## config.mk

```make
export PLATFORM = sky130hd
export DESIGN_NAME = tlpt_ctrl
export DESIGN_NICKNAME = d
export VERILOG_FILES = /design/src/sv/tlpt_pkg.sv /design/src/sv/tlpt_ctrl.sv
export SDC_FILE = /design/constraint.sdc
export NUM_CORES = 1
export LEC_CHECK = 0
export BUFFER_PORTS_ARGS = -buffer_cell sky130_fd_sc_hd__buf_2
export CORE_AREA = 2 2 39 41
export CTS_CLUSTER_DIAMETER = 50
export DETAILED_ROUTE_END_ITERATION = 7
export DIE_AREA = 0 0 41 43
export GPL_TIMING_DRIVEN = 0
export HOLD_SLACK_MARGIN = 0.03
export SYNTH_ARGS = -nofsm -noshare
export SYNTH_HDL_FRONTEND = slang
export SYNTH_SLANG_ARGS = --single-unit
```

## constraint.sdc

```tcl
create_clock -name clk -period 3.5 [get_ports clk]
set_clock_uncertainty 0.2 [all_clocks]
set_input_delay 0.35 -clock clk [delete_from_list [all_inputs] [get_ports clk]]
set_output_delay 0.35 -clock clk [all_outputs]
set_load 0.02 [all_outputs]
```

## src/sv/tlpt_pkg.sv

```systemverilog
// Package for the two-level page table engine: payload structs, codes, states,
// the controller/datapath command and status structs, and the index reduction.
// No dependencies.
package tlpt_pkg;

  localparam int unsigned DIR_ENTRIES_DEF = 1024;
  localparam int unsigned TBL_ENTRIES_DEF = 1024;

  // Configuration port.
  localparam int unsigned CFG_AW = 3;
  localparam logic CFG_ENTRY_FLAG_MASK = 1'b0;
  localparam logic [11:0] FLAG_MASK_RESET = 12'hFFF;

  localparam int unsigned OFFSET_BITS = 12;
  localparam int unsigned VA_DIR_LSB = 22;

  typedef enum logic [1:0] {
    OP_MAP       = 2'd0,
    OP_UNMAP     = 2'd1,
    OP_TRANSLATE = 2'd2,
    OP_OR_FLAGS  = 2'd3
  } tlpt_op_t;

  typedef enum logic [2:0] {
    ST_OK         = 3'd0,
    ST_MISALIGNED = 3'd1,
    ST_NO_TABLE   = 3'd2,
    ST_ALREADY    = 3'd3,
    ST_NOT_MAPPED = 3'd4,
    ST_NO_FRAME   = 3'd5
  } tlpt_status_t;

  typedef enum logic [2:0] {
    S_CLEAR,
    S_IDLE,
    S_READ,
    S_EVAL,
    S_ZERO,
    S_DONE
  } tlpt_state_t;

  typedef struct packed {
    logic [1:0]  operation;
    logic [31:0] virtual_address;
    logic [31:0] physical_address;
    logic [11:0] entry_flags;
    logic [31:0] table_frame;
  } tlpt_in_t;

  typedef struct packed {
    tlpt_status_t status;
    logic [31:0]  result_address;
    logic         flush_one_page;
    logic         flush_everything;
  } tlpt_out_t;

  typedef struct packed {
    logic accept;
    logic rd;
    logic eval;
    logic sweep_dir;
    logic sweep_tbl;
    logic out_load;
  } tlpt_cmd_t;

  typedef struct packed {
    logic sweep_done;
    logic need_zero;
    logic out_free;
  } tlpt_sts_t;

  // Reduces a 10-bit index modulo m (16 <= m <= 1024) by restoring
  // compare-and-subtract; the quotient never exceeds 63.
  function automatic logic [9:0] idx_mod(logic [9:0] v, int unsigned m);
    logic [16:0] acc;
    logic [16:0] sub;
    acc = {7'b0, v};
    for (int k = 6; k >= 0; k--) begin
      sub = 17'(m) << k;
      if (acc >= sub) begin
        acc = acc - sub;
      end
    end
    return acc[9:0];
  endfunction

endpackage

```

## src/sv/tlpt_ctrl.sv

```systemverilog
// Controller state machine of the page table engine: sequences the clear pass,
// accept, memory read, evaluation, table zeroing and result hand-off. Uses tlpt_pkg.
module tlpt_ctrl (
  input  logic               clk,
  input  logic               rst_n,
  input  logic               in_valid,
  output logic               in_ready,
  output tlpt_pkg::tlpt_cmd_t cmd,
  input  tlpt_pkg::tlpt_sts_t sts
);
  import tlpt_pkg::*;

  tlpt_state_t state_r, state_nxt;

  always_ff @(posedge clk) begin
    if (!rst_n) begin
      state_r <= S_CLEAR;
    end else begin
      state_r <= state_nxt;
    end
  end

  always_comb begin
    state_nxt = state_r;
    cmd       = '0;
    in_ready  = 1'b0;
    unique case (state_r)
      S_CLEAR: begin
        cmd.sweep_dir = 1'b1;
        if (sts.sweep_done) begin
          state_nxt = S_IDLE;
        end
      end
      S_IDLE: begin
        in_ready = 1'b1;
        if (in_valid) begin
          cmd.accept = 1'b1;
          state_nxt  = S_READ;
        end
      end
      S_READ: begin
        cmd.rd    = 1'b1;
        state_nxt = S_EVAL;
      end
      S_EVAL: begin
        cmd.eval  = 1'b1;
        state_nxt = sts.need_zero ? S_ZERO : S_DONE;
      end
      S_ZERO: begin
        cmd.sweep_tbl = 1'b1;
        if (sts.sweep_done) begin
          state_nxt = S_DONE;
        end
      end
      S_DONE: begin
        if (sts.out_free) begin
          cmd.out_load = 1'b1;
          state_nxt    = S_IDLE;
        end
      end
      default: begin
        state_nxt = S_CLEAR;
      end
    endcase
  end

`ifndef SYNTHESIS
  a_accept_reads: assert property (@(posedge clk) disable iff (!rst_n)
    cmd.accept |=> state_r == S_READ)
    else $error("accepted item did not move to the read step");

  a_load_when_free: assert property (@(posedge clk) disable iff (!rst_n)
    cmd.out_load |-> sts.out_free)
    else $error("result loaded over an untaken result");

  a_zero_ends: assert property (@(posedge clk) disable iff (!rst_n)
    (state_r == S_ZERO && sts.sweep_done) |=> state_r == S_DONE)
    else $error("table zeroing did not finish into the result step");
`endif

endmodule

```

==> flow_summary.yaml <==
final_layout:
  layout-drive-gt1-share_pct: 51.22
  area_delta_synth_final_pct: 53.12
  largest_reg_flops: 3
  nNetsFinal: 48
  diodes: 0
  fin_area_um2: 306.5
  largestRegisters: "state_r: 3 flops"
  largest_register: "state_r"
timing:
  timing.final.crit_share_pct: 50.97
  hold_viol: 0
  max_freq_ghz: 0.5605
  slew_headroom_pct: 81.14
  setup_tns_ns: 0
  layout_min_cycle_time_ns: 1.784
  drv_slew: 0
  worstMarginPinSlew_ns: 0.2808
  rsz0062_at_grt: "false"
  setup_viol: 0
worst_setup_path:
  startpoint: "state_r[0]$_SDFFE_PN0P_"
  arrival_ns: 1.23
  crit_required_ns: 2.95
  crit_fanout: 10
  r2r-start: "state_r[2]$_SDFFE_PN0P_"
  critPathKind: "reg2out"
  start_kind: "register"
  cp-end-kind: "output port"
floorplanning:
  die_width_um: 41
  core_area_mm2: 0.001384
  start_util_pct: 14.47
  row_count: 14
  io_pins: 13
  die_h_um: 43
  dieArea_mm2: 0.001763
logic_synthesis:
  synth_top_family_by_area: "simple AND/OR/NAND/NOR gates"
  synth.mux.area_fraction_pct: 5.625
  synth_simple_gate_area_share_pct: 33.13
  yosys_warnings: 0
  synth_fa_ha_area_share_pct: 0
  syn_nets: 31
  ys_ff_latch: 3
  syn_area_per_cell_um2: 8.008
  synth_compound_area_share_pct: 17.50
  synth_area_um2: 200.2
  yosysSeqAreaShare_pct: 30.00
  syn_inst: 25
  synthXorXnorAreaFrac_pct: 0
  synth_cell_type_count: 16
min_path:
  hp-start: "rst_n"
  hp-class: "in2reg"
grt:
  grt_pass1_wl_um: 724
  grt_pass1_vias: 197
  grt_usage_pct: 6.914
  grt_max_degree: 11
  overflow: 0
  antenna_found_initial: 0
drt:
  drc_errors: 0
  route.antenna.remaining_nets: 0
  wire_per_inst_um: 7.877
  drt_iter0_drc: 3
  dr.pass1.iters: 2
  vias: 214
  vias_per_cell: 3.754
  routed_wl_um: 449
place:
  io_buffer_count: 12
  place_area_um2: 280.3
  gp_congestion: 0.6126
  hpwl_um: 361.7
clock_tree:
  clk_pin_slew_ns: 0.04
  cts_max_level: 1
  ctsResizeCount: 0
  cts_buffers: 3
  clk_latency_ns: 0.23
  cts_buffer_depth: 2
  cts.sinks: 3
  tritoncts: "done"
  cts-root-buf: "clkbuf_4"
  post_cts_buffers: 0
  hold_buffers: 0
pwr:
  power_density_mw_per_mm2: 435.2
  vdd_drop_max_mv: 0.1011
  p_leak_nw: 0.1587
flow_run:
  cap_violations: 0
outcome:
  status: "complete, no violations"
-- routing by layer --
metal  track usage (%)  up-vias  wire length [µm]
met5                 0        -                 0
met4             4.000        0                 0
met2             9.375        7               236
met3             7.853        0                46
met1             5.751       91               165
li1                  -      116                 -
-- cells by family (layout without fill, tap and decap cells) --
| logic type | count (synthesis) | after routing |
|---|---|---|
| flip-flops | 3 | 3 |
| buffers and inverters | 4 | 20 |
| AO/OA/AOI/OAI | 4 | 4 |
| multiplexers | 1 | 1 |
| AND/OR/NAND/NOR | 13 | 13 |
-- cell usage after synthesis (all sizes together) --
cell type  number  area [µm²]
a2111oi         1       15.01
a21o            1       7.510
a21oi           1       5.000
buf             3       23.77
dfxtp           3       60.06
inv             1       3.750
mux2            1       11.26
nand2           3       13.77
nand2b          1       6.260
nor2            3       11.26
nor3            4       20.02
nor3b           2       15.01
o21a            1       7.510
-- path summary, 6_finish.rpt --
| path | endpoint | slack (ns) | cells past startpoint |
|---|---|---|---|
| max reg2reg | state_r[0]$_SDFFE_PN0P_ | 2.29 | 3 |
| min | state_r[2]$_SDFFE_PN0P_ | 0.14 | 2 |
| min reg2reg | state_r[1]$_SDFFE_PN0P_ | 0.33 | 2 |
| max | cmd[5] | 1.72 | 4 |
-- per-stage QoR --
| step | cells | power (mW) | hold WS (ns) | setup WS [ns] | util [%] |
|---|---|---|---|---|---|
| floorplan | 25 | 0.06306 | 0.2675 | 1.899 | - |
| global placement | 53 | 0.07298 | 0.3230 | 1.968 | 20.25 |
| detailed placement | 53 | 0.07343 | 0.3283 | 1.965 | 20.25 |
| CTS | 57 | 0.1365 | 0.1381 | 1.701 | 22.15 |
| global route | 57 | 0.1455 | 0.1294 | 1.584 | 22.15 |
| finish | 57 | 0.1334 | 0.1448 | 1.716 | 22.15 |
-- critical path, stage by stage, from the launching register on --
cell and delay (ns):
dfxtp_1 0.32, buf_4 0.16, nand2_2 0.06, nor3_1 0.23
buf_2 0.22
-- placed cells by master, fill, tap and decap left out --
cell	instances
nor3b_1	2
o21a_1	1
nand2_1	2
a21o_1	1
nand2b_1	1
dfxtp_1	3
buf_6	1
nand2_2	1
buf_2	13
nor3_1	4
nor2_1	3
mux2_2	1
a21oi_1	1
buf_4	1
clkbuf_4	3
clkbuf_1	1
a2111oi_2	1
inv_1	1
-- cell type report --
class | count | area (µm²)
clock buffer | 4 | 26.28
buffer | 3 | 23.77
fill | 164 | 1077
inverter | 1 | 3.754
multi-input combinational | 18 | 112.6
tap | 16 | 20.02
sequential | 3 | 60.06
timing repair buffer | 12 | 60.06
-- report_power, final --
part	internal [mW]	switching, mW
sequential	0.0368	0.000815
clock	0.0427	0.0179
combinational	0.0148	0.0203
total	0.0944	0.0390
Note: power is estimated with default switching activity, not from simulation.
